`src/hw/rtl/slts_pkg.sv`:
```
package slts_pkg;

  localparam int unsigned MAX_PIX_W  = 10;
  localparam int unsigned VIEW_W     = 9;
  localparam int unsigned TOTAL_W    = 11;
  localparam int unsigned CFG_ADDR_W = 3;
  localparam int unsigned CFG_DATA_W = 32;

  localparam logic [MAX_PIX_W-1:0] MAX_PIX_RESET = 10'd320;
  localparam logic [VIEW_W-1:0]    VIEW_RESET    = 9'd320;

  localparam logic [9:0]         DISPLAY_OFFSET = 10'h080;
  localparam logic [9:0]         BUFFER_ADJUST  = 10'h060;
  localparam logic [TOTAL_W-1:0] TOTAL_SAT      = 11'h7FF;

  localparam logic CMD_SPRITE = 1'b0;
  localparam logic CMD_EOL    = 1'b1;

  localparam logic REG_MAX_PIX = 1'b0;
  localparam logic REG_VIEW_W  = 1'b1;

  typedef struct packed {
    logic        cmd;
    logic [8:0]  sprite_xpos;
    logic [3:0]  sprite_size;
    logic [15:0] sprite_attr;
    logic [4:0]  sprite_row;
  } in_item_t;

  typedef struct packed {
    logic [9:0]  buffer_x;
    logic [6:0]  tile_attr;
    logic [1:0]  flip_bits;
    logic [10:0] name_base;
    logic [9:0]  lut_index;
    logic [2:0]  pattern_row;
    logic        last_tile;
  } out_item_t;

  typedef struct packed {
    logic accept;
    logic load_out;
  } ctrl_cmd_t;

  typedef struct packed {
    logic has_tiles;
    logic last_col;
    logic out_free;
  } dp_status_t;

  typedef enum logic [1:0] {
    ST_IDLE = 2'b01,
    ST_EMIT = 2'b10
  } state_t;

endpackage

```
`src/hw/rtl/slts_regs.sv`:
```
module slts_regs (
  input  logic                           clk,
  input  logic                           rst_n,
  input  logic                           psel,
  input  logic                           penable,
  input  logic                           pwrite,
  input  logic [slts_pkg::CFG_ADDR_W-1:0] paddr,
  input  logic [slts_pkg::CFG_DATA_W-1:0] pwdata,
  output logic [slts_pkg::CFG_DATA_W-1:0] prdata,
  output logic                           pready,
  output logic [slts_pkg::MAX_PIX_W-1:0]  max_pix,
  output logic [slts_pkg::VIEW_W-1:0]     view_w
);
  import slts_pkg::*;

  logic [MAX_PIX_W-1:0] max_pix_r, max_pix_nxt;
  logic [VIEW_W-1:0]    view_w_r, view_w_nxt;
  logic                 wr_en;
  logic                 sel;

  assign pready = 1'b1;
  assign wr_en  = psel && penable && pwrite;
  assign sel    = paddr[2];

  always_comb begin
    max_pix_nxt = max_pix_r;
    view_w_nxt  = view_w_r;
    if (wr_en) begin
      case (sel)
        REG_MAX_PIX: max_pix_nxt = pwdata[MAX_PIX_W-1:0];
        REG_VIEW_W:  view_w_nxt  = pwdata[VIEW_W-1:0];
        default: ;
      endcase
    end
  end

  always_ff @(posedge clk) begin
    if (!rst_n) begin
      max_pix_r <= MAX_PIX_RESET;
      view_w_r  <= VIEW_RESET;
    end else begin
      max_pix_r <= max_pix_nxt;
      view_w_r  <= view_w_nxt;
    end
  end

  always_comb begin
    case (sel)
      REG_MAX_PIX: prdata = {{(CFG_DATA_W-MAX_PIX_W){1'b0}}, max_pix_r};
      REG_VIEW_W:  prdata = {{(CFG_DATA_W-VIEW_W){1'b0}}, view_w_r};
      default:     prdata = '0;
    endcase
  end

  assign max_pix = max_pix_r;
  assign view_w  = view_w_r;

endmodule

```
`src/hw/rtl/slts_ctrl.sv`:
```
module slts_ctrl (
  input  logic                   clk,
  input  logic                   rst_n,
  input  logic                   in_valid,
  output logic                   in_stall,
  input  slts_pkg::dp_status_t   status,
  output slts_pkg::ctrl_cmd_t    cmd
);
  import slts_pkg::*;

  state_t state_r, state_nxt;

  always_comb begin
    state_nxt    = state_r;
    cmd.accept   = 1'b0;
    cmd.load_out = 1'b0;
    in_stall     = 1'b1;
    case (state_r)
      ST_IDLE: begin
        in_stall   = 1'b0;
        cmd.accept = in_valid;
        if (in_valid && status.has_tiles) begin
          state_nxt = ST_EMIT;
        end
      end
      ST_EMIT: begin
        cmd.load_out = status.out_free;
        if (status.out_free && status.last_col) begin
          state_nxt = ST_IDLE;
        end
      end
      default: begin
        state_nxt = ST_IDLE;
      end
    endcase
  end

  always_ff @(posedge clk) begin
    if (!rst_n) begin
      state_r <= ST_IDLE;
    end else begin
      state_r <= state_nxt;
    end
  end

endmodule

```
`src/hw/rtl/slts_dp.sv`:
```
module slts_dp (
  input  logic                          clk,
  input  logic                          rst_n,
  input  slts_pkg::in_item_t            in_data,
  input  slts_pkg::ctrl_cmd_t           cmd,
  output slts_pkg::dp_status_t          status,
  input  logic [slts_pkg::MAX_PIX_W-1:0] max_pix,
  input  logic [slts_pkg::VIEW_W-1:0]    view_w,
  output logic                          out_valid,
  input  logic                          out_stall,
  output slts_pkg::out_item_t           out_data
);
  import slts_pkg::*;

  // line state
  logic               ovf_r, ovf_nxt;
  logic [TOTAL_W-1:0] total_r, total_nxt;
  logic               mask_r, mask_nxt;
  logic               stop_r, stop_nxt;

  // sprite held for emission
  logic [9:0]  bx_base_r;
  logic [6:0]  tattr_r;
  logic [1:0]  flips_r;
  logic [10:0] name_r;
  logic [9:0]  lut_r;
  logic [2:0]  prow_r;
  logic [2:0]  tiles_r;
  logic [1:0]  col_r;

  out_item_t out_r;
  logic      out_valid_r, out_valid_nxt;

  logic [5:0]          width_px;
  logic [TOTAL_W:0]    sum;
  logic [TOTAL_W-1:0]  total_sat;
  logic                mask_new;
  logic [9:0]          right_edge;
  logic [9:0]          view_end;
  logic                visible;
  logic signed [12:0]  eff_w;
  logic [2:0]          tiles;
  logic                stop_hit;

  assign width_px   = {1'b0, in_data.sprite_size[3:2], 3'b000} + 6'd8;
  assign sum        = {1'b0, total_r} + {6'b0, width_px};
  assign total_sat  = sum[TOTAL_W] ? TOTAL_SAT : sum[TOTAL_W-1:0];
  assign mask_new   = mask_r || ((in_data.sprite_xpos == 9'd0) && ovf_r);
  assign right_edge = {1'b0, in_data.sprite_xpos} + {4'b0, width_px};
  assign view_end   = {1'b0, view_w} + DISPLAY_OFFSET;
  assign visible    = (right_edge > DISPLAY_OFFSET) &&
                      ({1'b0, in_data.sprite_xpos} < view_end);
  assign stop_hit   = total_sat >= {1'b0, max_pix};

  always_comb begin
    if (total_sat > {1'b0, max_pix}) begin
      eff_w = $signed({7'b0, width_px}) - ($signed({2'b0, total_sat})
              - $signed({3'b0, max_pix}));
    end else begin
      eff_w = $signed({7'b0, width_px});
    end
    if (eff_w[12]) begin
      tiles = 3'd0;
    end else begin
      tiles = eff_w[5:3];
    end
  end

  assign status.has_tiles = (in_data.cmd == CMD_SPRITE) && !stop_r && visible &&
                            !mask_new && (tiles != 3'd0);
  assign status.last_col  = ({1'b0, col_r} == (tiles_r - 3'd1));
  assign status.out_free  = !out_valid_r || !out_stall;

  always_comb begin
    ovf_nxt   = ovf_r;
    total_nxt = total_r;
    mask_nxt  = mask_r;
    stop_nxt  = stop_r;
    if (cmd.accept) begin
      if (in_data.cmd == CMD_EOL) begin
        if (!stop_r) begin
          ovf_nxt = 1'b0;
        end
        total_nxt = '0;
        mask_nxt  = 1'b0;
        stop_nxt  = 1'b0;
      end else if (!stop_r) begin
        mask_nxt  = mask_new;
        total_nxt = total_sat;
        if (stop_hit) begin
          ovf_nxt  = total_sat >= {2'b0, view_w};
          stop_nxt = 1'b1;
        end else if (in_data.sprite_xpos != 9'd0) begin
          ovf_nxt = 1'b1;
        end
      end
    end
  end

  always_comb begin
    out_valid_nxt = out_valid_r;
    if (cmd.load_out) begin
      out_valid_nxt = 1'b1;
    end else if (!out_stall) begin
      out_valid_nxt = 1'b0;
    end
  end

  always_ff @(posedge clk) begin
    if (!rst_n) begin
      ovf_r       <= 1'b0;
      total_r     <= '0;
      mask_r      <= 1'b0;
      stop_r      <= 1'b0;
      out_valid_r <= 1'b0;
      col_r       <= '0;
    end else begin
      ovf_r       <= ovf_nxt;
      total_r     <= total_nxt;
      mask_r      <= mask_nxt;
      stop_r      <= stop_nxt;
      out_valid_r <= out_valid_nxt;
      if (cmd.accept) begin
        col_r <= '0;
      end else if (cmd.load_out) begin
        col_r <= col_r + 2'd1;
      end
    end
  end

  always_ff @(posedge clk) begin
    if (cmd.accept) begin
      bx_base_r <= {1'b0, in_data.sprite_xpos} - BUFFER_ADJUST;
      tattr_r   <= {in_data.sprite_attr[15:13], 4'b0000};
      flips_r   <= in_data.sprite_attr[12:11];
      name_r    <= in_data.sprite_attr[10:0];
      lut_r     <= {in_data.sprite_attr[12:11], in_data.sprite_size,
                    in_data.sprite_row[4:3], 2'b00};
      prow_r    <= in_data.sprite_row[2:0];
      tiles_r   <= tiles;
    end
    if (cmd.load_out) begin
      out_r.buffer_x    <= bx_base_r + {5'b0, col_r, 3'b000};
      out_r.tile_attr   <= tattr_r;
      out_r.flip_bits   <= flips_r;
      out_r.name_base   <= name_r;
      out_r.lut_index   <= lut_r + {8'b0, col_r};
      out_r.pattern_row <= prow_r;
      out_r.last_tile   <= status.last_col;
    end
  end

  assign out_valid = out_valid_r;
  assign out_data  = out_r;

endmodule

```
`src/hw/rtl/sprite_line_tile_scheduler.sv`:
```
// channel   direction  handshake           payload
// in_       input      in_valid/in_stall    in_item_t  (sprite entry or end of line)
// out_      output     out_valid/out_stall  out_item_t (one tile draw command)
// cfg       input      psel/penable/pwrite  max_line_pixels @0, viewport_width @4
//
// an input transaction is taken while the sequencer is idle; a sprite then issues its 1 to 4
// tile commands from the emit sequencer, one per cycle while out_stall is low
// the output register lets the next input be taken while the last command waits
// out_stall holds the emit sequencer and therefore in_stall
// rst_n is synchronous; registers return to 320/320 and line state to zero
module sprite_line_tile_scheduler (
  input  logic                            clk,
  input  logic                            rst_n,
  input  logic                            in_valid,
  output logic                            in_stall,
  input  slts_pkg::in_item_t              in_data,
  output logic                            out_valid,
  input  logic                            out_stall,
  output slts_pkg::out_item_t             out_data,
  input  logic                            psel,
  input  logic                            penable,
  input  logic                            pwrite,
  input  logic [slts_pkg::CFG_ADDR_W-1:0] paddr,
  input  logic [slts_pkg::CFG_DATA_W-1:0] pwdata,
  output logic [slts_pkg::CFG_DATA_W-1:0] prdata,
  output logic                            pready
);
  import slts_pkg::*;

  logic [MAX_PIX_W-1:0] max_pix;
  logic [VIEW_W-1:0]    view_w;
  ctrl_cmd_t            cmd;
  dp_status_t           status;

  slts_regs u_regs (
    .clk     (clk),
    .rst_n   (rst_n),
    .psel    (psel),
    .penable (penable),
    .pwrite  (pwrite),
    .paddr   (paddr),
    .pwdata  (pwdata),
    .prdata  (prdata),
    .pready  (pready),
    .max_pix (max_pix),
    .view_w  (view_w)
  );

  slts_ctrl u_ctrl (
    .clk      (clk),
    .rst_n    (rst_n),
    .in_valid (in_valid),
    .in_stall (in_stall),
    .status   (status),
    .cmd      (cmd)
  );

  slts_dp u_dp (
    .clk       (clk),
    .rst_n     (rst_n),
    .in_data   (in_data),
    .cmd       (cmd),
    .status    (status),
    .max_pix   (max_pix),
    .view_w    (view_w),
    .out_valid (out_valid),
    .out_stall (out_stall),
    .out_data  (out_data)
  );

endmodule
```
`config.mk`:
```
export PLATFORM = sky130hd
export DESIGN_NAME = sprite_line_tile_scheduler
export DESIGN_NICKNAME = d
export VERILOG_FILES = /design/src/hw/rtl/slts_pkg.sv /design/src/hw/rtl/slts_regs.sv /design/src/hw/rtl/slts_ctrl.sv /design/src/hw/rtl/slts_dp.sv /design/src/hw/rtl/sprite_line_tile_scheduler.sv
export SDC_FILE = /design/constraint.sdc
export NUM_CORES = 1
export LEC_CHECK = 0
export BUFFER_PORTS_ARGS = -buffer_cell sky130_fd_sc_hd__buf_2
export CAP_MARGIN = 20
export CORE_MARGIN = 4
export CORE_UTILIZATION = 48
export DETAILED_ROUTE_END_ITERATION = 8
export GPL_ROUTABILITY_DRIVEN = 0
export PLACE_DENSITY = 0.89
export SLEW_MARGIN = 0
export SYNTH_ARGS = -nofsm -noshare
export SYNTH_HDL_FRONTEND = slang
export SYNTH_SLANG_ARGS = --single-unit
```
`constraint.sdc`:
```
create_clock -name clk -period 4.6 [get_ports clk]
set_input_delay 0.46 -clock clk [delete_from_list [all_inputs] [get_ports clk]]
set_output_delay 0.46 -clock clk [all_outputs]
set_load 0.01 [all_outputs]
```
* Word level (Yosys, flattened, before mapping)
Index checks and enable logic that the tools add are counted.
** Word-level totals
- Output and inout bits :: 79
- Flip-flop bits (word level) :: 118
- Word-level logic and storage cells :: 100
** Operators by class
- Add/sub/neg operators :: 11
- Reductions and logical operators :: 26
- Equal/unequal tests :: 7
- Mux-type cells :: 24
- $lt $le $gt $ge :: 5
- Bitwise operators :: 4
** Operator list (number)
- $pmux W32 S2 :: 1
- $mux W11 :: 3
- $mux W1 :: 15
- $mux W13 :: 1
- $sub A7 B13 Y13 :: 1
- $add A11 B6 Y12 :: 1
- $sub A11 B10 Y12 :: 1
- $ge A11 B10 Y1 :: 1
- $ge A11 B9 Y1 :: 1
- $gt A11 B10 Y1 :: 1
- $add A10 B2 Y10 :: 1
- $add A10 B5 Y10 :: 1
- $add A9 B6 Y10 :: 1
- $add A9 B8 Y10 const B :: 1
- $gt A10 B8 Y1 const B :: 1
- $logic_and A1 B1 Y1 :: 10
- $lt A9 B10 Y1 :: 1
- $sub A9 B7 Y10 const B :: 1
- $logic_not A9 Y1 :: 1
- $reduce_bool A9 Y1 :: 1
- $reduce_and A2 Y1 :: 4
- $add A5 B4 Y6 const B :: 1
- $ne A2 B1 Y1 const B :: 3
- $reduce_bool A3 Y1 :: 2
- other kinds (14) :: 22

* Depth between registers and ports, before layout
- Depth after elaboration :: 12
- Gate-level depth with buffers :: 21
- Mapped depth without buffers :: 21

* By module
From an unflattened synthesis, not the netlist that was laid out.
** Unflattened totals
- Cells, all modules :: 526
- Area total of the unflattened synthesis :: 5983.2 um^2
** Modules (own cells, without submodules)
- slts_dp :: cells each 401, instances 1, sequential area each 2622.5 um^2, area an instance 4809.6 um^2
- slts_regs :: cells each 112, instances 1, sequential area each 380.4 um^2, area an instance 1059.8 um^2
- slts_ctrl :: cells each 13, instances 1, sequential area each 40.0 um^2, area an instance 113.9 um^2

* Least setup slack after synthesis
No wires, ideal clock.
- Kind :: input to register
- From :: input in_data[23] (netlist bit)
- To :: register u_ctrl.state_r[1]
- Data required time :: 4.483 ns
- Cell stages on the path :: 19
- Setup slack :: -0.021 ns
- Arrival time :: 4.504 ns
- Library setup time :: 0.117 ns
- Cell sequence :: ha_1 > inv_1 > fa_1 > nor2b_1 > o2111a_1 > nand3_1 > nand2b_1 > ha_1 > a21o_1 > a21oi_1 > nand2_1 > xnor2_1 > ha_1 > or4_1 > nor3_1 > a41oi_1 > a21oi_2 > a211oi_2 > a32o_1
** On the way
- Cells in the longest elaborated chain, start to end :: 12
- Elaborated cells between the ends (all ways) :: 18
- Classes of those cells :: 5 x add/sub; 2 x order compare; 1 x eq/ne; 3 x mux; 7 x reduce/logical
** Ends and longest elaborated chain
- start: declaration :: line sprite_line_tile_scheduler.sv:16 : input slts_pkg::in_item_t in_data,
- $add A5 B4 Y6 (*) :: line slts_dp.sv:45 : assign width_px = {1'b0, in_data.sprite_size[3:2], 3'b000} + 6'd8;
- $add A11 B6 Y12 :: line slts_dp.sv:46 : assign sum = {1'b0, total_r} + {6'b0, width_px};
- $mux W11 :: line slts_dp.sv:47 : assign total_sat = sum[TOTAL_W] ? TOTAL_SAT : sum[TOTAL_W-1:0];
- $sub A11 B10 Y12 :: line slts_dp.sv:58 : - $signed({3'b0, max_pix}));
- $sub A7 B13 Y13 :: line slts_dp.sv:57 : eff_w = $signed({7'b0, width_px}) - ($signed({2'b0, total_sat})
- $mux W13 :: line slts_dp.sv:56 : if (total_sat > {1'b0, max_pix}) begin
- $mux W3 :: line slts_dp.sv:62 : if (eff_w[12]) begin
- $reduce_bool A3 Y1 :: line slts_dp.sv:70 : !mask_new && (tiles != 3'd0);
- $logic_and A1 B1 Y1 (*) :: line slts_dp.sv:70
- $logic_and A1 B1 Y1 (*) :: line slts_ctrl.sv:22 : if (in_valid && status.has_tiles) begin
- $ne A2 B1 Y1 (no line) (*)
- $reduce_and A2 Y1 (no line) (*)
- end signal: assignment :: line slts_ctrl.sv:42 : state_r <= state_nxt;
- end: declaration :: line slts_ctrl.sv:11 : state_t state_r, state_nxt;
Mark *: on every way between the ends. The rest lies on a longest branch, timed or not.
A chain may end at the register's enable or synchronous reset.

* Final worst setup path
Same ends and word-level chain as after synthesis.

==> flow_metrics.env <==
export IMPL_fin_skew_ps=9.94
export IMPL_intPower_uw=2030
export IMPL_hold_violations=0
export IMPL_syn_area_um2=5930
export IMPL_switchingPower_uw=687
export IMPL_ir_drop_uv=240
export IMPL_grt_start_max_net_pins=41
export IMPL_h_tree_depth=4
export IMPL_tritoncts="yes"
export IMPL_dr_pass1_iters=5
export IMPL_drc_errors=0
export IMPL_grt_usage_pct=19.5
export IMPL_clkPwrFrac_pct=44.2
export IMPL_rows=40
export IMPL_drtAntennaViolNets=0
export IMPL_met1_length_mm=5.63
export IMPL_wl_per_cell_um=15.5
export IMPL_finalHoldWorstSlack_ps=217
export IMPL_pre_cts_ws_ps=-159
export IMPL_start_kind="input pin"
export IMPL_slew_headroom_pct=42.0
export IMPL_die_h_um=119
export IMPL_rsz0062_at_grt="no"
export IMPL_outcome="complete, no violations"
export IMPL_synth_flop_cell="edfxtp_1"
export IMPL_die_area_um2=14200
export IMPL_dp_hpwl_mm=10.0
export IMPL_slew_viol_final=0
export IMPL_met3WireLength_um=925
export IMPL_ys_warn_count=0
export IMPL_synth_top_cell_area_share_pct=38.5
export IMPL_max_cap_viol_count=0
export IMPL_powerDensity_nw_per_um2=372
export IMPL_drt_total_wl_mm=13.6
export IMPL_cts_root_buf="clkbuf_16"
export IMPL_setup_tns_ps=0
export IMPL_topRoutingLayerUsed="met5"
export IMPL_synth_top_area_cell="edfxtp_1"
export IMPL_nNetsFinal=819
export IMPL_vias=4603
export IMPL_drive_gt1_share_pct=26.1
export IMPL_grt_pass1_wl_mm=21.8
export IMPL_io_buffers=104
export IMPL_crit_type="in2reg"
export IMPL_drt_initial_drc_count=395
export IMPL_grt_overflow=0
export IMPL_finalCritPeriodShare_pct=95.0
export IMPL_min_path_type="in2reg"
export IMPL_dieWidth_um=119
export IMPL_layout_setup_ws_ps=232
export IMPL_layout_commonest_cell="buf_2"
export IMPL_setup_viol=0
export IMPL_ys_types=62
export IMPL_synth_edf_count=76
export IMPL_synth_seq_cells=114
export IMPL_diodes=0
export IMPL_cts_inserted_buffers=17
export IMPL_pwr_share_comb_pct=13.5
export IMPL_clockBufferDepth=2
export IMPL_grt_pass1_vias=4503
export IMPL_period_minus_slack_ps=4370
export IMPL_arrival_ps=4670
export IMPL_core_um2=12100
export IMPL_synth_area_per_cell_um2=10.6
export IMPL_clock_sinks=114
export IMPL_start_util_pct=49.1
export IMPL_p_leak_uw=0.00303
export IMPL_pin_count=156
export IMPL_syn_instance_count=557
export IMPL_crit_fanout=5
export IMPL_swShare_pct=25.3
export IMPL_viasPerCell=5.25
export IMPL_crit_required_ps=4900
export IMPL_tightestPinTransition_ps=866
export IMPL_p_seq_share_pct=42.3
export IMPL_fmax_mhz=229
export IMPL_worst_setup_path_end_kind="flop"
export IMPL_path_clk_slew_ps=50
export IMPL_synth_seq_area_share_pct=51.3
export IMPL_clock_latency_ps=420
export IMPL_most_common_layout_cells="buf_2, edfxtp_1, nand2_1"
export IMPL_area_growth_synth_to_final_pct=23.1
export IMPL_synthTopCellsByArea="edfxtp_1, dfxtp_1, ha_1, nand2_1, buf_4"
export IMPL_wl_met2_mm=6.59
export IMPL_synth_async_sr_flop_share_pct=0
export IMPL_antenna_found_initial=1
[final timing paths]
path	cells past startpoint	endpoint	slack, ps	from
worst max-delay path	20	u_ctrl.state_r[1]	230	in_data[23]
worst min-delay path	1	u_dp.flips_r[1]	220	in_data[17]
worst max register to register	20	u_ctrl.state_r[1]	290	u_dp.total_r[3]
worst min register to register	0	u_dp.out_data[35]	410	u_dp.bx_base_r[1]
[synthesized netlist by cell type, types with 14 or more instances]
master / count
xnor2_1: 17
edfxtp_1: 76
o21ai_0: 24
nand2_1: 67
ha_1: 42
nor3_1: 14
inv_1: 41
nor2_1: 33
dfxtp_1: 38
a21oi_1: 39
buf_4: 29
[cells by family (layout without fill, tap and decap cells)]
family | Yosys count | count (layout) | synth area share (%)
adders and majority gates | 46 | 46 | 10.2
muxes | 4 | 4 | 0.718
and+or+nand+nor | 169 | 169 | 13.8
DFF | 114 | 114 | 51.3
AOI/OAI and AO/OA | 117 | 117 | 12.9
xor gates and xnor gates | 23 | 23 | 3.40
buffers and inverters | 82 | 209 | 7.51
other | 2 | 27 | 0.127
[metrics by stage]
step / utilization [%] / instance area (µm²) / total power [µW] / instances
final: 60.5 / 7300 / 2720 / 877
after global routing: 60.5 / 7300 / 2830 / 877
after CTS: 60.2 / 7260 / 2730 / 876
after detailed placement: 55.7 / 6720 / 1520 / 844
after global placement: 55.7 / 6720 / 1510 / 844
after floorplan: - / 6030 / 1410 / 582
[layer usage]
layer / vias up / track usage (%)
met2: 194 / 32.6
met5: - / 0
li1: 2221 / -
met3: 45 / 5.13
met1: 2141 / 23.1
met4: 2 / 10.2
[state kept, by name, summed over array words and instances, names as in the netlist, 3 cells and up]
signal and count:
u_dp.tiles_r 3, u_dp.total_r 11, u_dp.out_data 38, u_dp.prow_r 3
u_dp.lut_r 6, u_dp.tattr_r 3, u_dp.name_r 11, u_dp.bx_base_r 10
u_regs.max_pix 10, u_regs.view_w 9
[critical path: stages]
cell and delay [ps]:
buf_2 140, ha_1 230, ha_1 290, nor2b_1 150
o2111a_1 280, and3_4 220, nor2_2 100, ha_1 180
inv_1 60, fa_2 370, a211oi_4 260, nor2_1 90
xnor2_1 140, ha_1 360, nor3b_1 300, a21oi_1 90
or4b_1 510, a21oi_2 150, a211oi_2 60, a32o_1 220
[power by group through the flow]
| stage | registers [µW] | clock network [µW] | logic [µW] |
|---|---|---|---|
| finish | 1150 | 1200 | 367 |
| global route | 1150 | 1270 | 405 |
| CTS | 1150 | 1220 | 359 |
| detailed placement | 1170 | 0 | 353 |
| global placement | 1170 | 0 | 342 |
| floorplan | 1170 | 0 | 245 |
[layout make-up]
type | instances | area [µm²]
fillers | 991 | 4760
flip-flops and latches | 114 | 3040
multi-input cells | 386 | 2590
repair buffers | 136 | 761
clock buffers | 18 | 429
well taps | 168 | 210
inverters | 41 | 154
clock inverters | 14 | 115
[repair_timing]
| item | in CTS | in global routing |
|---|---|---|
| gates resized for setup | 0 | 8 |
| hold buffers | 0 | 0 |
| setup buffers | 0 | 1 |
| endpoints found under the setup margin | 0 | 2 |
(Power assumes the default switching activity.)
